`config.mk`:
```
export PLATFORM = sky130hd
export DESIGN_NAME = mbet_ctrl
export DESIGN_NICKNAME = d
export VERILOG_FILES = /design/src/hdl/mbet_pkg.sv /design/src/hdl/mbet_ctrl.sv
export VERILOG_INCLUDE_DIRS = /design/src /design/src/hdl
export SDC_FILE = /design/constraint.sdc
export NUM_CORES = 1
export LEC_CHECK = 0
export BUFFER_PORTS_ARGS = -buffer_cell sky130_fd_sc_hd__buf_2
export CORE_AREA = 2 2 39 41
export CTS_CLUSTER_DIAMETER = 100
export DETAILED_ROUTE_END_ITERATION = 10
export DIE_AREA = 0 0 41 43
export GPL_TIMING_DRIVEN = 0
export REMOVE_ABC_BUFFERS = 1
export SLEW_MARGIN = 20
export SYNTH_ARGS = -nofsm -noshare
export SYNTH_HDL_FRONTEND = slang
export SYNTH_SLANG_ARGS = --single-unit
```
`constraint.sdc`:
```
create_clock -name clk -period 0.8 [get_ports clk]
set_input_delay 0.12 -clock clk [delete_from_list [all_inputs] [get_ports clk]]
set_output_delay 0.12 -clock clk [all_outputs]
set_load 0.05 [all_outputs]
```
`src/hdl/mandelbrot_escape_time_defines.svh`:
```
// Assertion macros used by the escape-time sequencer
`ifndef MANDELBROT_ESCAPE_TIME_DEFINES_SVH
`define MANDELBROT_ESCAPE_TIME_DEFINES_SVH

// same-cycle implication, disabled in reset
`define MBET_ASSERT_NOW(label, clk, rst_n, ante, cons, msg) \
    label: assert property (@(posedge clk) disable iff (!rst_n) (ante) |-> (cons)) \
        else $error(msg);

// next-cycle implication, disabled in reset
`define MBET_ASSERT_NEXT(label, clk, rst_n, ante, cons, msg) \
    label: assert property (@(posedge clk) disable iff (!rst_n) (ante) |=> (cons)) \
        else $error(msg);

`endif

```
`src/hdl/mbet_pkg.sv`:
```
// Types and constants of the Mandelbrot escape-time block
`timescale 1ns / 1ps

package mbet_pkg;

    localparam int DATA_WIDTH = 32;
    localparam int FRAC_BITS  = 28;
    localparam int CNT_WIDTH  = 16;

    localparam logic [CNT_WIDTH-1:0] MAX_ITER_RESET = 16'd20000;

    // orbit register width, operand width of the multipliers, product and square widths
    localparam int ZW  = DATA_WIDTH + 4;
    localparam int MW  = FRAC_BITS + 3;
    localparam int PW  = 2 * MW;
    localparam int SQW = 2 * FRAC_BITS + 4;

    typedef struct packed {
        logic signed [DATA_WIDTH-1:0] c_real;
        logic signed [DATA_WIDTH-1:0] c_imag;
    } point_t;

    typedef struct packed {
        logic [CNT_WIDTH-1:0] escape_count;
        logic                 escaped;
    } result_t;

    typedef struct packed {
        logic start;
        logic mul;
        logic advance;
        logic load_result;
    } dp_cmd_t;

    typedef struct packed {
        logic escape;
        logic at_limit;
    } dp_status_t;

endpackage

```
`src/hdl/mbet_ctrl.sv`:
```
// Sequencer for the escape-time iteration and the result handshake
`timescale 1ns / 1ps
`include "mandelbrot_escape_time_defines.svh"

module mbet_ctrl
    import mbet_pkg::*;
(
    input  logic       clk,
    input  logic       rst_n,
    input  logic       point_valid,
    output logic       point_ready,
    output logic       result_valid,
    input  logic       result_ready,
    input  dp_status_t status,
    output dp_cmd_t    cmd
);

    localparam logic [1:0] S_IDLE = 2'd0;
    localparam logic [1:0] S_MUL  = 2'd1;
    localparam logic [1:0] S_ADD  = 2'd2;

    logic [1:0] state_reg;
    logic [1:0] state_next;
    logic       out_valid_reg;
    logic       out_valid_next;
    logic       out_free;

    assign out_free     = !out_valid_reg || result_ready;
    assign point_ready  = (state_reg == S_IDLE);
    assign result_valid = out_valid_reg;

    always_comb
    begin
        state_next  = state_reg;
        cmd         = '0;
        case (state_reg)
            S_IDLE:
            begin
                if (point_valid)
                begin
                    cmd.start  = 1'b1;
                    state_next = S_MUL;
                end
            end
            S_MUL:
            begin
                cmd.mul    = 1'b1;
                state_next = S_ADD;
            end
            S_ADD:
            begin
                if (status.escape || status.at_limit)
                begin
                    // hold until the output register frees up
                    if (out_free)
                    begin
                        cmd.load_result = 1'b1;
                        state_next      = S_IDLE;
                    end
                end
                else
                begin
                    cmd.advance = 1'b1;
                    state_next  = S_MUL;
                end
            end
            default:
            begin
                state_next = S_IDLE;
            end
        endcase
    end

    assign out_valid_next = cmd.load_result || (out_valid_reg && !result_ready);

    always_ff @(posedge clk or negedge rst_n)
    begin
        if (!rst_n)
        begin
            state_reg     <= S_IDLE;
            out_valid_reg <= 1'b0;
        end
        else
        begin
            state_reg     <= state_next;
            out_valid_reg <= out_valid_next;
        end
    end

    `MBET_ASSERT_NOW(a_load_only_when_free, clk, rst_n, cmd.load_result, out_free, "result overwritten while waiting")
    `MBET_ASSERT_NOW(a_advance_only_when_running, clk, rst_n, cmd.advance, !status.escape && !status.at_limit, "orbit advanced past escape or limit")
    `MBET_ASSERT_NEXT(a_accept_starts_iteration, clk, rst_n, point_valid && point_ready, state_reg == S_MUL, "accepted point did not start iterating")
    `MBET_ASSERT_NEXT(a_load_raises_valid, clk, rst_n, cmd.load_result, result_valid && point_ready, "loaded result not presented")

endmodule

```
After elaboration in Yosys (flattened, before gate mapping)
Cells that the tools add are included.
{ "classes": {"n_eq_ne": 4, "n_mux": 11, "reduce_logical": 8} }
{ "ops": {"columns": ["operator", "count"], "rows": [
  ["2-bit 2-to-1 mux", 4],
  ["1-bit 2-to-1 mux", 6],
  ["2-bit one-hot mux with 3 select lines", 1],
  ["1-bit logical OR", 3],
  ["3-bit != test, second input constant", 1],
  ["2-bit by 1-bit equality test with 1-bit output, second input constant", 1],
  ["2-bit equality test, second input constant", 1],
  ["1-bit zero test", 2],
  ["2-bit zero test", 1],
  ["2-bit != test, second input constant", 1],
  ["2-bit AND reduction", 1],
  ["1-bit logical AND", 1]
]} }
{ "word_totals": {"ff_bits": 3, "in_bits": 6, "output_inout_bits": 6} }

Logic depth before layout (Yosys ltp)
Gate-level depths: netlist of the first run.
{ "depth": {"ltp_word": 6, "depth_mapped": 3} }

Worst setup path after synthesis of the first run
OpenSTA, ideal clock, no wires.
{ "synth_timing": {"path_type": "register to output", "start": "register out_valid_reg (netlist: result_valid)", "end": "output port cmd[0] (netlist name)", "arrival_ns": 1.898, "required_ns": 0.680, "path_slack_ns": -1.218, "path_stages_with_launch": 3, "path_buffers": 0, "cell_sequence": "dfrtp_1 > nand2b_1 > nor3b_1"} }
{ "synth_rtl": {"columns": ["element", "line", "text"], "rows": [
  ["start: declaration", "mbet_ctrl.sv:24", "logic out_valid_reg;"],
  ["start signal: assignment", "mbet_ctrl.sv:86", "out_valid_reg <= out_valid_next;"],
  ["end: declaration", "mbet_ctrl.sv:15", "output dp_cmd_t cmd"]
]} }

==> results.txt, run 1 <==
The flow ran to the end, but the final reports show violations. The checks that failed: negative setup slack. The tools report the initial core utilization as 0.121. The worst path required time is 680 ps. The tools report the critical path data arrival time as 1150 ps. The share of power burned in registers was 0.175. Dividing the detail-routed via count by the number of cells gives 3.73. Net count reported at finish: 43. The congestion estimate from routability-driven global placement came to 0.601.

Grouping stages by cell kind, the critical path spends the most delay in flip-flops. The count of maximum capacitance violations is 0, and the worst hold slack after final layout is 167 ps. The switching power share of the total works out to 0.466.

Counting the fill cells in the layout gives 157. For the insertion delay of the later-clocked pin in the worst-skew pair, the log shows 230 ps. Actual slew at the worst max-slew pin: 255 ps. The post-route clock period utilization came out at 1.58. Traced cell by cell, the critical path runs through buf_4 -> nor2_4 -> and2_4 -> buf_8. STA classifies the critical path endpoint as an output port. In this run the critical register-to-register path is launched from state_reg[1].

For the final worst setup slack, the log shows -468 ps. The share of the yosys chip area belonging to registers is 0.448, and the floorplan die height is 43 µm. Ranked by total cell area, the synthesized netlist is headed by sky130_fd_sc_hd__dfrtp_1 (45%), sky130_fd_sc_hd__nand2b_1 (15%), sky130_fd_sc_hd__a21oi_2 (5.2%). For this run, the top clock speed supported by timing is 789 MHz. Setup repair after global routing could not meet its margin everywhere. The setup path with the least slack is of type reg2out.

The worst relative slew slack is 0.829. The number of warnings reported in the yosys synthesis log is 0, and the overall global routing resource usage is 0.0683. The internal portion of the total power is 0.000924 W. Capturing point of the worst reg2reg path: state_reg[0]. After layout, the minimum clock period comes to 1270 ps. After detailed routing, the average wire length per cell comes to 9.00 µm. In this run the count of I/O pins placed on the die edge is 12. The total count of max-transition violations in the final report was 0. Kind of start point of the critical path: a register.

TritonCTS built the clock tree. The logs give 1 for the number of H-tree branching levels and 0 for the number of nets with antenna violations after detailed routing. The count of final setup violators is 9.

For this run, the number of standard cells in the final layout without fillers is 52. The repair_antennas step left the layout with diodes totalling 0. The number of buffers on the longest clock path is 2. The worst hold path terminates at state_reg[0].

The logs give 0.275 for the utilization of the core after routing and 0.672 for the combinational fraction of design power. Biggest area consumer among synthesized cells: sky130_fd_sc_hd__dfrtp_1. The setup slack of the worst register-to-register path was -190 ps; the number of buffer and inverter stages on the critical path was 2.

The number of port buffers was 11; the sink count of the clock tree was 3. The mean instance size in the synthesized netlist was 9.31 µm². The tools report the initial antenna violation count as 0.

The total clock buffers created by CTS came out at 3. After floorplanning, the core was sized to cover 1380 µm². Summed over all nets, the switching power comes to 0.000805 W.

Counting cells, the worst reg-to-reg path comes to 2. Remaining global-route overflow: 0. The type of the most critical hold path was in2reg. The tools report the final-report hold violation count as 0. The logs give 168 µm² for the cell area after synthesis and 1 for the detailed-routing iteration count for the pre-antenna-repair pass.

In this run the core area contains 14 standard-cell rows. In this run, placement finished with an instance count of 44. In this run the horizontal extent of the chip is 41 µm. The share of the synthesized area in the top cell type is 0.448, and the maximum number of pins on one net before global-route repair is 6. Once detailed placement completed, the half-perimeter wirelength came to 321 µm. The total DRC errors in the routed layout was 0.

The area added between synthesis and finish is 127%, and the maximum cell stage delay along the critical path is 380 ps. The first global-routing pass estimated 710 µm of wire. The power per cell area came out at 4540 nW/µm². The largest fanout of any net on the critical path was 2. Counting instances, the worst hold path has a depth of 3.

The run gives 18 as the post-synthesis cell count. The run gives -393 ps as the minimum setup slack after placement. The worst-case IR drop observed on VDD is 0.000853 V. The final route contains 194 vias.

The run gives 0 as the first-iteration detailed-routing DRC count. The worst hold path begins at point_valid. The logs give 468 µm for the sum of routed wire length over all layers and 0.325 ps for the worst-case clock skew. For this design, the slowest cell found on the critical path is sky130_fd_sc_hd__dfrtp_1.

The die covers 1760 µm². The share of final-layout standard cells stronger than drive strength 1 was 0.750. The cell sitting at the root of the clock tree is a sky130_fd_sc_hd__clkbuf_4. For the clock share of power, the log shows 0.153.

The flip-flop count of the largest register, all copies and words added was 2. The clock edge transition at the registers on the reported setup and hold paths is 40 ps, and the leakage power figure is 0.176 nW. Total design power: 0.00173 W. Counting distinct cell types in the post-synthesis netlist gives 12.

The via count of the first global-routing pass is 199, and the number of storage elements in the synthesis netlist is 3.
-- cells in the final DEF, fill, tap and decap left out --
cell type | netlist | layout
sky130_fd_sc_hd__dlygate4sd3_1 | 0 | 1
sky130_fd_sc_hd__nor3b_2 | 0 | 1
sky130_fd_sc_hd__a21oi_2 | 1 | 1
sky130_fd_sc_hd__buf_6 | 0 | 4
sky130_fd_sc_hd__nor2_4 | 0 | 1
sky130_fd_sc_hd__buf_4 | 1 | 3
sky130_fd_sc_hd__buf_8 | 0 | 2
sky130_fd_sc_hd__or3b_1 | 1 | 1
sky130_fd_sc_hd__nor2_1 | 2 | 1
sky130_fd_sc_hd__dfrtp_1 | 3 | 2
sky130_fd_sc_hd__clkbuf_4 | 0 | 3
sky130_fd_sc_hd__buf_2 | 0 | 5
sky130_fd_sc_hd__o21ai_1 | 1 | 1
sky130_fd_sc_hd__nand2b_1 | 4 | 2
sky130_fd_sc_hd__clkbuf_1 | 0 | 1
sky130_fd_sc_hd__inv_2 | 0 | 1
sky130_fd_sc_hd__nor3_2 | 0 | 1
sky130_fd_sc_hd__o31ai_2 | 0 | 1
sky130_fd_sc_hd__nand2b_4 | 0 | 2
sky130_fd_sc_hd__and2_4 | 0 | 1
sky130_fd_sc_hd__dfrtp_2 | 0 | 1
-- layer usage --
metal | part of all wire | routed length [µm] | up-vias | GRT usage
met5 | 0 | 0 | - | 0
met4 | 0.034 | 16 | 0 | 0.100
met3 | 0.083 | 39 | 2 | 0.0262
met2 | 0.58 | 270 | 9 | 0.0969
met1 | 0.30 | 142 | 88 | 0.0547
li1 | - | - | 95 | -
-- area by class of cell --
type / count / area (µm²) / area share
inverter: 1 / 3.75 / 0.00987
tap: 16 / 20.0 / 0.0526
sequential: 3 / 76.3 / 0.201
timing repair buffer: 15 / 133 / 0.349
clock buffer: 4 / 26.3 / 0.0691
multi-input combinational: 13 / 121 / 0.319
-- power groups by stage --
stage,registers [W],clock network (W),logic [W]
after floorplan,0.000338,0,0.000506
after global placement,0.000273,0,0.000724
after detailed placement,0.000277,0,0.000725
after CTS,0.000296,0.000282,0.00107
after global routing,0.000315,0.000280,0.00123
final,0.000303,0.000264,0.00116
-- repair_timing --
action	in CTS	in global routing
resized for setup	20	4
hold endpoints to repair	3	0
cloned	0	0
buffers inserted	2	1
endpoints found under the setup margin	9	9
pin swaps	1	1
hold buffers	1	0
-- kinds of logic after synthesis --
group	count (synthesis)	share of synthesized area
simple gates	10	0.358
compound gates	3	0.127
flops	3	0.448
buf+inv	2	0.0672
-- worst max-delay path by stage --
| stage | from | depth (start not counted) | to | slack [ps] |
|---|---|---|---|---|
| after floorplan | result_valid | 2 | cmd[0] | -1220 |
| after global placement | state_reg[0] | 3 | cmd[0] | -430 |
| after detailed placement | state_reg[0] | 3 | cmd[0] | -390 |
| after CTS | state_reg[0] | 3 | cmd[0] | -480 |
| after global routing | state_reg[0] | 4 | cmd[3] | -520 |
| final | state_reg[0] | 4 | cmd[3] | -470 |
-- tightest hold or removal path: cells and delay by family --
| family | cells | cell delay [ps] |
|---|---|---|
| buffers and inverters | 1 | 110 |
| AND/OR/NAND/NOR | 1 | 80 |
| AO/OA/AOI/OAI | 1 | 50 |
-- synthesized netlist by cell type (all sizes together) --
cell type  count
o21ai          1
inv            1
nor2           2
or3b           1
nand2b         4
and2           1
nor3           1
buf            1
dfrtp          3
a21oi          1
nor3b          1
o31ai          1
-- stage by stage --
| step | setup TNS [ps] | area, µm² |
|---|---|---|
| floorplan | -4060 | 160 |
| global placement | -1570 | 235 |
| detailed placement | -1570 | 235 |
| CTS | -2580 | 359 |
| global route | -3000 | 380 |
| finish | -2580 | 380 |
No activity file was read; power rests on OpenSTA's default activity.
==> run 2, diff against run 1 <==
==> constraint.sdc (replaced) <==
create_clock -name clk -period 1.2 [get_ports clk]
set_input_delay 0.18 -clock clk [delete_from_list [all_inputs] [get_ports clk]]
set_output_delay 0.18 -clock clk [all_outputs]
set_load 0.05 [all_outputs]
==> run 2 against run 1 <==
Effect of this change: the flow still finishes with violations (negative setup slack); wire length decreased by 9.2%; worst setup slack improved by 340 ps; sequential power down 35%; combinational power shrank 43%; die area unchanged; register-to-register slack gained 420 ps; worst hold slack better by 59 ps; final cell count fell by 3.8%; clock power decreased by 34%; largest cell class is now multi-input gates.
==> results.txt, run 2 (synthesis gave the netlist of run 1 again) <==
For the global-route wire length before repair, the log shows 683 µm (-3.8%). The type of the setup path with the least slack is reg2out. The worst hold path begins at point_valid. The depth of the worst register-to-register path is 2 (unchanged), and the overall global routing resource usage is 0.0673 (-0.00100).

Flip-flop count of the largest register, all copies and words added: 2 (unchanged). In the layout the commonest cells are sky130_fd_sc_hd__buf_2 (6), sky130_fd_sc_hd__buf_6 (4), sky130_fd_sc_hd__clkbuf_4 (3). TritonCTS built the clock tree. The tools report the net count reported at finish as 41 (-4.7%). The worst setup path is launched from a register. For the die area, the log shows 1760 µm² (unchanged). The sum of routed wire segments on met1 came out at 136 µm (-4.2%). The number of buffer and inverter stages on the critical path came out at 1 (-1). Initial core utilization: 0.121 (unchanged). The endpoint identified for the worst register-to-register timing path is state_reg[0]. The total met3 wirelength after detailed routing came out at 41 µm (+5.1%). The floorplan die height was 43 µm (unchanged); the number of H-tree branching levels was 1 (unchanged).

The count of placed standard cells including taps is 44 (unchanged), and the number of rows created at floorplan is 14 (unchanged). From synthesis to final layout, the design area changed by 104%. The worst relative slew slack was 0.836 (+0.00631). The run gives 0 (unchanged) as the final-report hold violation count.

The hold-critical path depth is 3 (unchanged). The worst setup path is captured at an output port. The total count of max-transition violations in the final report was 0 (unchanged); the maximum cell stage delay along the critical path was 390 ps (about the same). The placer's final routability congestion estimate is 0.601 (unchanged). The per-cell via count in the routed design came out at 3.60 (-3.5%).

The worst-case clock skew is 0.440 ps (+0.115 ps). The tools report the total inserted antenna cells as 0 (unchanged). The clock edge transition at the registers on the reported setup and hold paths came out at 40 ps (about the same). The tools report the via count of the first global-routing pass as 196 (-1.5%).

The first-iteration detailed-routing DRC count was 0 (unchanged); the die width was 41 µm (unchanged). The run gives 0.159 nW (-9.6%) as the leakage power figure. The total clock buffers created by CTS was 3 (unchanged). The highest routed metal layer was met4. The tools report the total core area as 1380 µm² (unchanged).

The power per cell area works out to 3030 nW/µm² (-33%). The logs give 0 (unchanged) for the total DRC errors in the routed layout and 3 (unchanged) for the sink count of the clock tree. The number of port buffers was 11 (unchanged). The number of buffers on the longest clock path is 2 (unchanged), and the largest fanout of any net on the critical path is 4 (+2). The flow ran to the end, but the final reports show violations. On the critical path, the stage with the largest delay is an instance of sky130_fd_sc_hd__dfrtp_1. The highest clock rate came out at 751 MHz. The number of I/O pins was 12 (unchanged); the average wire length per cell after detail routing was 8.50 µm (-5.6%).

The logs give 1020 ps (+340 ps) for the worst path required time and 0 (unchanged) for the number of nets with antenna violations after detailed routing. The met2 routed wirelength was 230 µm (-15%). Grouping stages by cell kind, the critical path spends the most delay in flip-flops. The tools report the number of cells in the finished layout apart from fillers as 50 (-3.8%). The worst hold path belongs to the class in2reg. The logs give 425 µm (-9.2%) for the sum of routed wire length over all layers and 321 µm (unchanged) for the post-detailed-placement half-perimeter wirelength. Initial antenna violation count: 0 (unchanged). The tools report the largest voltage drop on the vdd net as 0.000665 V (-22%). The final reports fail on negative setup slack.

The tools report the cell at the root of the clock tree as sky130_fd_sc_hd__clkbuf_4. The insertion delay of the later-clocked pin in the worst-skew pair is 230 ps (about the same), and the share of final-layout standard cells stronger than drive strength 1 is 0.676 (-0.0735). The logs give 235 µm² (unchanged) for the standard cell area after detailed placement and 0 (unchanged) for the remaining global-route overflow.

The final-layout fill cell count is 161 (+2.5%). The post-route clock period utilization is 1.11. Count of maximum capacitance violations: 0 (unchanged). The library cell used most frequently in the layout, excluding fill and tap cells, is sky130_fd_sc_hd__buf_2. The detailed-routing iteration count for the pre-antenna-repair pass was 1 (unchanged); the time the worst path needs with I/O delays and setup was 1330 ps.

Setup slack of the worst register-to-register path: 230 ps (+420 ps). Sink of the worst hold path: state_reg[0]. The actual slew at the worst max-slew pin is 248 ps (-6.81 ps), and the critical path data arrival time is 1150 ps (about the same). Minimum setup slack after placement: -53.1 ps (+340 ps). In this run the critical register-to-register path is launched from state_reg[1]. Setup repair after global routing could not meet its margin everywhere. For the final worst setup slack, the log shows -131 ps (+337 ps). The final design area excluding fillers is 343 µm² (-9.9%), and the count of vias placed by the detailed router is 180 (-7.2%).

Traced cell by cell, the critical path runs through nand2b_4 -> nor3b_2 -> buf_6. The count of final setup violators is 3 (-6), and the maximum number of pins on one net before global-route repair is 6 (unchanged).
-- run 2: cell count changes in the layout (fill, tap and decap cells not counted) --
cell / previous run / this run
sky130_fd_sc_hd__and2_4: 1 / 0
sky130_fd_sc_hd__o31ai_2: 1 / 0
sky130_fd_sc_hd__buf_4: 3 / 1
sky130_fd_sc_hd__buf_8: 2 / 1
sky130_fd_sc_hd__and2_1: 0 / 1
sky130_fd_sc_hd__o31ai_1: 0 / 1
sky130_fd_sc_hd__nor2_2: 0 / 1
sky130_fd_sc_hd__nor2_4: 1 / 0
sky130_fd_sc_hd__buf_2: 5 / 6
-- run 2: through the flow --
stage	TNS, ps	utilization	hold slack (ps)	total power [W]
final	-314	0.248	226	0.00104
after global routing	-520	0.248	236	0.00110
after CTS	-418	0.246	215	0.00105
after detailed placement	-84.9	0.170	-21.7	0.000668
after global placement	-128	0.170	-23.5	0.000665
after floorplan	-2130	-	-116	0.000562
-- run 2: what timing repair did --
item,4_1_cts,5_1_grt
pin swaps,0,0
endpoints found under the setup margin,5,5
setup buffers,1,0
cloned,0,0
endpoints found under the hold margin,3,0
resized for setup,17,1
hold buffers,1,0
-- run 2: worst max path at each step --
stage / startpoint / end / depth (start not counted) / slack [ps]
floorplan: result_valid / cmd[0] / 2 / -880
global placement: state_reg[0] / cmd[0] / 3 / -90
global route: state_reg[0] / cmd[0] / 3 / -180
CTS: state_reg[0] / cmd[0] / 3 / -150
finish: state_reg[0] / cmd[0] / 3 / -130
detailed placement: state_reg[0] / cmd[0] / 3 / -50
-- run 2: metal layers --
metal / vias to the layer above / track usage
met5: - / 0
met4: 0 / 0.120
met3: 2 / 0.0262
met2: 9 / 0.0875
met1: 79 / 0.0514
li1: 90 / -
-- run 2: cell type report --
cell class | count | area [µm²] | share of cell area
sequential | 3 | 76.3 | 0.223
clock buffer | 4 | 26.3 | 0.0766
inverter | 1 | 3.75 | 0.0109
multi-input combinational | 13 | 109 | 0.318
timing repair buffer | 13 | 108 | 0.314
tap | 16 | 20.0 | 0.0584
-- run 2: report_power, final --
| part | switching [W] | internal (W) |
|---|---|---|
| clock | 0.0000508 | 0.000125 |
| sequential | 0.0000483 | 0.000148 |
| combinational | 0.000402 | 0.000265 |
-- run 2: worst min-delay path: cells and delay by family --
kind	cells	cell delay, ps
AND/OR/NAND/NOR	1	80
AO/OA/AOI/OAI	1	50
buffers and inverters	1	100
